===== src/hdl/bmp16_pkg.sv =====
package bmp16_pkg;

	localparam int unsigned PALETTE_ENTRIES = 256;
	localparam int unsigned PAL_AW = $clog2(PALETTE_ENTRIES);

	localparam logic [31:0] POS_OFFSET_B0 = 32'd10;
	localparam logic [31:0] POS_OFFSET_B3 = 32'd13;
	localparam logic [31:0] POS_WIDTH_B0 = 32'd18;
	localparam logic [31:0] POS_WIDTH_B3 = 32'd21;
	localparam logic [31:0] POS_HEIGHT_B0 = 32'd22;
	localparam logic [31:0] POS_HEIGHT_B3 = 32'd25;
	localparam logic [31:0] POS_DEPTH_LO = 32'd28;
	localparam logic [31:0] POS_DEPTH_HI = 32'd29;
	localparam logic [31:0] POS_DATA_MIN = 32'd30;
	localparam logic [31:0] PALETTE_START = 32'd54;
	localparam logic [31:0] MIN_DATA_OFFSET = 32'd1078;
	localparam logic [15:0] DEPTH_8BPP = 16'd8;

	localparam logic [7:0] RED_BAND_1 = 8'd42;
	localparam logic [7:0] RED_BAND_2 = 8'd126;
	localparam logic [7:0] RED_BAND_3 = 8'd210;
	localparam logic [7:0] TH_LOW = 8'd84;
	localparam logic [7:0] TH_HIGH = 8'd168;
	localparam logic [7:0] TH_GREEN_MID = 8'd60;

	localparam logic [1:0] SUB_BLUE = 2'd0;
	localparam logic [1:0] SUB_GREEN = 2'd1;
	localparam logic [1:0] SUB_RED = 2'd2;

	localparam logic [1:0] KIND_PIXEL = 2'd0;
	localparam logic [1:0] KIND_DEPTH = 2'd1;
	localparam logic [1:0] KIND_FORMAT = 2'd2;

	localparam logic CFG_ORIGIN_X = 1'b0;
	localparam logic CFG_ORIGIN_Y = 1'b1;

	typedef struct packed {
		logic              en;
		logic [PAL_AW-1:0] addr;
		logic [7:0]        blue;
		logic [7:0]        green;
		logic [7:0]        red;
	} pal_wr_t;

	// bit 0 from blue, bit 1 from green, top two bits from red band
	function automatic logic [3:0] quantize(input logic [7:0] b, input logic [7:0] g,
		input logic [7:0] r);
		logic [3:0] v;
		if (r < RED_BAND_1) begin
			v = {2'b00, g > TH_LOW, b > TH_LOW};
		end else if (r < RED_BAND_2) begin
			v = {2'b10, g > TH_HIGH, b > TH_HIGH};
		end else if (r < RED_BAND_3) begin
			v = {2'b01, g > TH_GREEN_MID, b > TH_LOW};
		end else begin
			v = {2'b11, g > TH_HIGH, b > TH_HIGH};
		end
		return v;
	endfunction

endpackage


===== src/hdl/bmp16_palette.sv =====
module bmp16_palette (
	input  logic                      clk,
	input  bmp16_pkg::pal_wr_t        wr,
	input  logic                      rd_en,
	input  logic [bmp16_pkg::PAL_AW-1:0] rd_addr,
	output logic [3:0]                rd_data
);
	import bmp16_pkg::*;

	logic [3:0] mem [PALETTE_ENTRIES];

	always_ff @(posedge clk) begin
		if (wr.en) begin
			mem[wr.addr] <= quantize(wr.blue, wr.green, wr.red);
		end
		if (rd_en) begin
			rd_data <= mem[rd_addr];
		end
	end

endmodule


===== src/hdl/bmp8_to_16color_pixel_stream.sv =====
// A pixel or error request passes the lookup stage, then the output register, to m_axis.
// Throughput: one byte per cycle unless stalled; one palette write or read per byte.
// s_axis_tready drops only while both the lookup stage and the output register are full.
// Reset (arst_n low) clears parser state, origins and valid flags at once.
// Palette RAM is not cleared; each file rewrites it before any pixel reads it.
module bmp8_to_16color_pixel_stream #(
	parameter int unsigned MAX_DIM = 1024
) (
	input  logic        clk,
	input  logic        arst_n,
	input  logic        s_axis_tvalid,
	output logic        s_axis_tready,
	input  logic [7:0]  s_axis_tdata,  // [7:0] file_byte
	input  logic [0:0]  s_axis_tuser,  // [0] file_start
	output logic        m_axis_tvalid,
	input  logic        m_axis_tready,
	output logic [31:0] m_axis_tdata,  // [10:0] pixel_x, [21:11] pixel_y, [25:22] color_index
	output logic [1:0]  m_axis_tuser,  // [1:0] result_kind
	output logic        m_axis_tlast,  // last_pixel
	input  logic        cfg_we,
	input  logic        cfg_index,
	input  logic [9:0]  cfg_data
);
	import bmp16_pkg::*;

	logic [9:0]  origin_x_q, origin_y_q;
	logic [31:0] pos_q, offset_q, width_q, height_q;
	logic [7:0]  depth_lo_q, blue_q, green_q;
	logic [10:0] col_q, row_q;
	logic [1:0]  pad_q;
	logic        halted_q;

	logic [31:0] cur_pos, cur_offset, cur_width, cur_height;
	logic [7:0]  cur_depth_lo;
	logic [10:0] cur_col, cur_row;
	logic [1:0]  cur_pad;
	logic        cur_halted;

	logic [31:0] pos_n, offset_n, width_n, height_n;
	logic [7:0]  depth_lo_n, blue_n, green_n;
	logic [10:0] col_n, row_n;
	logic [1:0]  pad_n;
	logic        halted_n;

	logic        accept, start, out_load;
	logic [7:0]  byte_in;
	logic [1:0]  lane, pad_len, sub;
	logic [10:0] rel;
	logic [15:0] depth;
	logic        in_pal, in_data;
	logic [2:0]  pad_inc;

	logic        res_valid, res_pixel, res_last;
	logic [1:0]  res_kind;
	logic [10:0] res_x, res_y;

	pal_wr_t     pal_wr;
	logic        pal_rd_en;
	logic [3:0]  pal_rd_data;

	logic        valid_s1, pixel_s1, last_s1;
	logic [1:0]  kind_s1;
	logic [10:0] x_s1, y_s1;

	logic        out_valid_q, out_last_q;
	logic [1:0]  out_kind_q;
	logic [31:0] out_data_q;

	assign accept   = s_axis_tvalid && s_axis_tready;
	assign start    = s_axis_tuser[0];
	assign byte_in  = s_axis_tdata;
	assign out_load = !out_valid_q || m_axis_tready;
	assign s_axis_tready = !valid_s1 || out_load;

	// file_start restarts the parse before this byte is handled
	assign cur_pos      = start ? '0 : pos_q;
	assign cur_offset   = start ? '0 : offset_q;
	assign cur_width    = start ? '0 : width_q;
	assign cur_height   = start ? '0 : height_q;
	assign cur_depth_lo = start ? '0 : depth_lo_q;
	assign cur_col      = start ? '0 : col_q;
	assign cur_row      = start ? '0 : row_q;
	assign cur_pad      = start ? '0 : pad_q;
	assign cur_halted   = start ? 1'b0 : halted_q;

	// the four-byte header fields (offset, width, height) all start at a position that is 2 mod 4
	assign lane    = cur_pos[1:0] - 2'd2;
	assign depth   = {byte_in, cur_depth_lo};
	assign in_pal  = (cur_pos >= PALETTE_START) && (cur_pos < MIN_DATA_OFFSET);
	assign rel     = cur_pos[10:0] - PALETTE_START[10:0];
	assign sub     = rel[1:0];
	assign in_data = (cur_pos >= POS_DATA_MIN) && (cur_pos >= cur_offset);
	assign pad_len = (~cur_width[1:0]) + 2'd1;
	assign pad_inc = {1'b0, cur_pad} + 3'd1;

	always_comb begin
		pos_n      = cur_pos;
		offset_n   = cur_offset;
		width_n    = cur_width;
		height_n   = cur_height;
		depth_lo_n = cur_depth_lo;
		blue_n     = blue_q;
		green_n    = green_q;
		col_n      = cur_col;
		row_n      = cur_row;
		pad_n      = cur_pad;
		halted_n   = cur_halted;
		res_valid  = 1'b0;
		res_pixel  = 1'b0;
		res_kind   = KIND_PIXEL;
		res_x      = '0;
		res_y      = '0;
		res_last   = 1'b0;
		pal_wr     = '{en: 1'b0, addr: rel[PAL_AW+1:2], blue: blue_q, green: green_q,
			red: byte_in};
		pal_rd_en  = 1'b0;

		if (!cur_halted) begin
			if (cur_pos != '1) begin
				pos_n = cur_pos + 32'd1;
			end
			if (cur_pos >= POS_OFFSET_B0 && cur_pos <= POS_OFFSET_B3) begin
				offset_n[8*lane +: 8] = byte_in;
			end else if (cur_pos >= POS_WIDTH_B0 && cur_pos <= POS_WIDTH_B3) begin
				width_n[8*lane +: 8] = byte_in;
			end else if (cur_pos >= POS_HEIGHT_B0 && cur_pos <= POS_HEIGHT_B3) begin
				height_n[8*lane +: 8] = byte_in;
			end else if (cur_pos == POS_DEPTH_LO) begin
				depth_lo_n = byte_in;
			end else if (cur_pos == POS_DEPTH_HI) begin
				if (depth != DEPTH_8BPP) begin
					res_valid = 1'b1;
					res_kind  = KIND_DEPTH;
					halted_n  = 1'b1;
				end else if (cur_offset < MIN_DATA_OFFSET || cur_width > 32'(MAX_DIM) ||
					(!cur_height[31] && cur_height > 32'(MAX_DIM))) begin
					res_valid = 1'b1;
					res_kind  = KIND_FORMAT;
					halted_n  = 1'b1;
				end else if (cur_width == '0 || cur_height == '0 || cur_height[31]) begin
					halted_n  = 1'b1;
				end
			end

			if (in_pal) begin
				case (sub)
					SUB_BLUE:  blue_n = byte_in;
					SUB_GREEN: green_n = byte_in;
					SUB_RED:   pal_wr.en = 1'b1;
					default:   ;
				endcase
			end

			// width and height are within MAX_DIM once pixel data starts
			if (in_data) begin
				if (cur_col < cur_width[10:0]) begin
					res_valid = 1'b1;
					res_pixel = 1'b1;
					pal_rd_en = 1'b1;
					res_x     = {1'b0, origin_x_q} + cur_col;
					res_y     = {1'b0, origin_y_q} + cur_height[10:0] - cur_row - 11'd1;
					res_last  = (cur_row + 11'd1 == cur_height[10:0]) &&
						(cur_col + 11'd1 == cur_width[10:0]);
					col_n     = cur_col + 11'd1;
					if (col_n == cur_width[10:0] && pad_len == 2'd0) begin
						row_n = cur_row + 11'd1;
						col_n = '0;
						pad_n = '0;
						halted_n = row_n >= cur_height[10:0];
					end
				end else begin
					pad_n = pad_inc[1:0];
					if (pad_inc >= {1'b0, pad_len}) begin
						row_n = cur_row + 11'd1;
						col_n = '0;
						pad_n = '0;
						halted_n = row_n >= cur_height[10:0];
					end
				end
			end
		end

		if (!accept) begin
			pal_wr.en = 1'b0;
			pal_rd_en = 1'b0;
		end
	end

	bmp16_palette u_palette (
		.clk     (clk),
		.wr      (pal_wr),
		.rd_en   (pal_rd_en),
		.rd_addr (byte_in),
		.rd_data (pal_rd_data)
	);

	always_ff @(posedge clk or negedge arst_n) begin
		if (!arst_n) begin
			origin_x_q <= '0;
			origin_y_q <= '0;
		end else if (cfg_we) begin
			case (cfg_index)
				CFG_ORIGIN_X: origin_x_q <= cfg_data;
				CFG_ORIGIN_Y: origin_y_q <= cfg_data;
				default:      ;
			endcase
		end
	end

	always_ff @(posedge clk or negedge arst_n) begin
		if (!arst_n) begin
			pos_q      <= '0;
			offset_q   <= '0;
			width_q    <= '0;
			height_q   <= '0;
			depth_lo_q <= '0;
			col_q      <= '0;
			row_q      <= '0;
			pad_q      <= '0;
			halted_q   <= 1'b0;
		end else if (accept) begin
			pos_q      <= pos_n;
			offset_q   <= offset_n;
			width_q    <= width_n;
			height_q   <= height_n;
			depth_lo_q <= depth_lo_n;
			col_q      <= col_n;
			row_q      <= row_n;
			pad_q      <= pad_n;
			halted_q   <= halted_n;
		end
	end

	always_ff @(posedge clk) begin
		if (accept) begin
			blue_q  <= blue_n;
			green_q <= green_n;
		end
	end

	// lookup stage: holds the request alongside the registered palette read
	always_ff @(posedge clk or negedge arst_n) begin
		if (!arst_n) begin
			valid_s1 <= 1'b0;
		end else if (accept) begin
			valid_s1 <= res_valid;
		end else if (out_load) begin
			valid_s1 <= 1'b0;
		end
	end

	always_ff @(posedge clk) begin
		if (accept) begin
			pixel_s1 <= res_pixel;
			kind_s1  <= res_kind;
			x_s1     <= res_x;
			y_s1     <= res_y;
			last_s1  <= res_last;
		end
	end

	always_ff @(posedge clk or negedge arst_n) begin
		if (!arst_n) begin
			out_valid_q <= 1'b0;
		end else if (out_load) begin
			out_valid_q <= valid_s1;
		end
	end

	always_ff @(posedge clk) begin
		if (out_load) begin
			out_kind_q <= kind_s1;
			out_last_q <= last_s1;
			out_data_q <= {6'd0, (pixel_s1 ? pal_rd_data : 4'd0), y_s1, x_s1};
		end
	end

	assign m_axis_tvalid = out_valid_q;
	assign m_axis_tdata  = out_data_q;
	assign m_axis_tuser  = out_kind_q;
	assign m_axis_tlast  = out_last_q;

`ifndef SYNTH
	a_stall_only_when_full: assert property (@(posedge clk) disable iff (!arst_n)
		!s_axis_tready |-> (valid_s1 && out_valid_q))
		else $error("input stalled with a free stage");

	a_error_has_no_pixel: assert property (@(posedge clk) disable iff (!arst_n)
		(m_axis_tvalid && m_axis_tuser != KIND_PIXEL) |-> (!m_axis_tlast && m_axis_tdata == '0))
		else $error("error request carries pixel fields");

	a_halted_is_silent: assert property (@(posedge clk) disable iff (!arst_n)
		(accept && halted_q && !start) |=> !valid_s1)
		else $error("result produced while halted");

	a_palette_one_port: assert property (@(posedge clk) disable iff (!arst_n)
		!(pal_wr.en && pal_rd_en))
		else $error("palette written and read in the same cycle");
`endif

endmodule

===== config.mk =====
export PLATFORM = sky130hd
export DESIGN_NAME = bmp8_to_16color_pixel_stream
export DESIGN_NICKNAME = d
export VERILOG_FILES = /design/src/hdl/bmp16_pkg.sv /design/src/hdl/bmp16_palette.sv /design/src/hdl/bmp8_to_16color_pixel_stream.sv
export SDC_FILE = /design/constraint.sdc
export NUM_CORES = 2
export LEC_CHECK = 0
export BUFFER_PORTS_ARGS = -buffer_cell sky130_fd_sc_hd__buf_2
export CORE_UTILIZATION = 55
export DETAILED_ROUTE_END_ITERATION = 8
export PLACE_DENSITY = 0.71
export SYNTH_ARGS = -nofsm -noshare
export SYNTH_HDL_FRONTEND = slang
export SYNTH_SLANG_ARGS = --single-unit
export TNS_END_PERCENT = 50

===== constraint.sdc =====
create_clock -name clk -period 38.8 [get_ports clk]
set_input_delay 1.94 -clock clk [delete_from_list [all_inputs] [get_ports clk]]
set_output_delay 1.94 -clock clk [all_outputs]
set_load 0.05 [all_outputs]

==> metrics.cfg <==
[critical_path]
crit_family=simple AND/OR/NAND/NOR gates
r2r_start=pos_q[0]
critPathRequiredTime_ns=39.28
crit_path_end_kind=flop
setup.worst_path.start_class=input port
arrival_ns=6.91
crit_start=s_axis_tuser
crit_type=in -> reg
rrSetupSlack_ns=34.33
path_buf_inv=3
r2r_end=u_palette.rd_data[2]
cpMaxStageDelayCell=o311ai_0
cp_cell_sequence=buf_4 -> buf_4 -> nand2b_1 -> ha_1 -> nand2b_1 -> a2111oi_0 -> a2111oi_0 -> o311ai_0 -> and2_1 -> nor2_1 -> nand3_1 -> inv_1 -> and2_1
reg2reg_depth=10
path_max_fanout=75
slowest_delay_ns=0.74

[clocking]
clkSlewWorstSetupHoldPaths_ns=0.05
cts_root_buffer=clkbuf_16
cts_buffer_depth=3
cts_buffers=133
tritoncts=yes
holdBufCountCts=0
htreeDepth=4
clkSinkCount=1282
post_cts_buffers=0
clk_latency_ns=0.75
cts-resized-gates=0

[floorplan]
fp.dieH_um=318.3
rows=115
start_util_pct=55.76
fp.dieW_um=318.3
dieArea_um2=101300
fp.coreArea_um2=98710
pin_count=62

[synth]
yosysMostFrequentCell=edfxtp_1
synth-async-reset-ratio_pct=14.27
synth-compound-area-share_pct=5.106
syn_area_um2=55040
synthFlopType=edfxtp_1
synth_edf_count=1099
syn_area_per_cell_um2=16.46
synth_top_area_share_pct=59.96
muxShareOfSynthArea_pct=13.56
postSynthCellCount=3344
yosys_warnings=0
synth_top_family_by_area=multiplexers
synth.top_cells.by_count=1099 x edfxtp_1, 332 x nor2_1, 289 x mux4_2
synth_top_cell_by_area=edfxtp_1
synthAdderAreaFrac_pct=2.428
synth-seq-area-share_pct=68.28
synth_area_leaders=edfxtp_1 60%, mux4_2 12%, dfrtp_1 8.3%, nor2_1 2.3%, ha_1 2.0%
synth_xor_xnor_area_share_pct=1.146
synth_seq_cells=1282
yosys.cell_types.count=87
synthSimpleGateAreaFrac_pct=7.304

[pwr]
leakagePower_nw=20.67
p_int_w=0.002296
pwr-share-clk_pct=42.9
vdd_ir_drop_max_v=0.00004315
p_per_area_nw_per_um2=48.26
swShare_pct=21.61
combPwrFrac_pct=5.6
seq_power_share_pct=51.5
p_sw_w=0.0006330

[route]
via_per_inst=6.462
drt_iter0_markers=3656
drc=0
dr.pass1.iters=6
wire_per_inst_um=27.65
via_count=30800
postRouteAntennaNets=0
wl_mm=131.8

[sta]
rsz0062_at_grt=no
period_minus_slack_ns=6.426
drv_slew=0
hold_violations=0
fmax_mhz=155.6
fin_crit_sh_pct=16.56
skew_ns=0.02687
worst_pin_slew_ns=1.477
slew_headroom_pct=1.522
finalWorstSetupSlack_ns=32.37
finalSetupViolCount=0
finalSetupTns_ns=0

[global_route]
overflow=0
grt_pass1_vias=31430
antenna_found_initial=3
grt_use_total_pct=26.34
grt_pass1_wl_mm=199.5
grt_max_degree=257

[layout]
area_delta_synth_final_pct=10.29
drive_gt1_share_pct=18.60
nets=3496
n_fill_cell=6995
design_area_um2=60700
final_cell_count_no_fill=4766

[min_path]
whs_path_depth=0
hold_end=m_axis_tdata[14]
min_path_type=reg -> reg
min_from=y_s1[3]

[place]
place_ws_ns=31.75
gp_congestion=0.9097
post-place-cells=4524
hpwlAfterDp_mm=80.48
placed_area_um2=56400
io_buffers=55

[status]
run_status=complete, no violations

[flow_run]
drv_cap=0

-- cell families after synthesis --
kind of cell               count (synthesis)
DFF                                     1282
and+or+nand+nor                          850
AOI/OAI and AO/OA                        385
muxes                                    379
buffers and inverters                    276
adders and majority gates                 99
xor gates and xnor gates                  72
other                                      1
-- power by group through the flow --
stage               combinational [W]  clock (W)  sequential (W)
global route                 0.000176    0.00132         0.00151
CTS                          0.000164    0.00127         0.00151
detailed placement           0.000164          0         0.00154
finish                       0.000164    0.00126         0.00151
floorplan                    0.000108          0         0.00155
global placement             0.000159          0         0.00154
-- placed cells by master (no fill, tap or decap), types with 40 or more instances in the layout --
cell type	Yosys	final
inv_1	72	71
nor2b_1	58	57
a21oi_1	55	55
nand2_1	200	198
dfrtp_1	183	183
nor2_1	332	332
ha_1	86	86
buf_2	45	49
mux2i_1	49	49
mux2_2	40	40
clkbuf_16	0	142
edfxtp_1	1099	1099
mux4_2	289	289
nand3_1	46	46
o21ai_0	63	62
a22o_1	75	75
-- worst max-delay path by stage --
stage	end	cells past startpoint
CTS	y_s1[0]	13
floorplan	u_palette.mem[0][0]	10
detailed placement	u_palette.mem[123][0]	11
global placement	y_s1[0]	13
finish	y_s1[0]	13
global route	valid_s1	14
-- per-layer routing --
layer  up-vias  GRT usage [%]  wire length [um]
met5         -              0                 0
met4         0          8.889              4044
met3       267          5.259             11680
met2      1599          42.38             64300
met1     15790          36.28             51740
li1      13140              -                 -
-- layout make-up --
| type | instances | area (um^2) | share of cell area, % |
|---|---|---|---|
| sequential | 1282 | 37580 | 61.91 |
| multi-input combinational | 1791 | 16340 | 26.91 |
| clock buffer | 170 | 3679 | 6.060 |
| tap | 1287 | 1610 | 2.653 |
| clock inverter | 71 | 619.3 | 1.020 |
| timing repair buffer | 89 | 591.8 | 0.9750 |
| inverter | 75 | 281.5 | 0.4638 |
| antenna | 1 | 2.502 | 0.004122 |
-- sequential cells by signal, indices dropped and copies added, names as in the netlist, 10 cells and up --
| name | flops |
|---|---|
| col_q | 11 |
| height_q | 32 |
| m_axis_tdata | 26 |
| offset_q | 32 |
| origin_x_q | 10 |
| origin_y_q | 10 |
| pos_q | 32 |
| row_q | 11 |
| u_palette.mem | 1024 |
| width_q | 32 |
| x_s1 | 11 |
| y_s1 | 11 |
-- stage by stage --
stage | hold slack (ns) | utilization (%) | power (W)
after detailed placement | 0.4097 | 57.14 | 0.001701
final | 0.4204 | 61.50 | 0.002929
after global placement | 0.4033 | 57.14 | 0.001697
after floorplan | 0.4003 | - | 0.001654
after CTS | 0.4247 | 61.49 | 0.002945
after global routing | 0.4264 | 61.50 | 0.003008
Power figures use the tool's default switching activity.
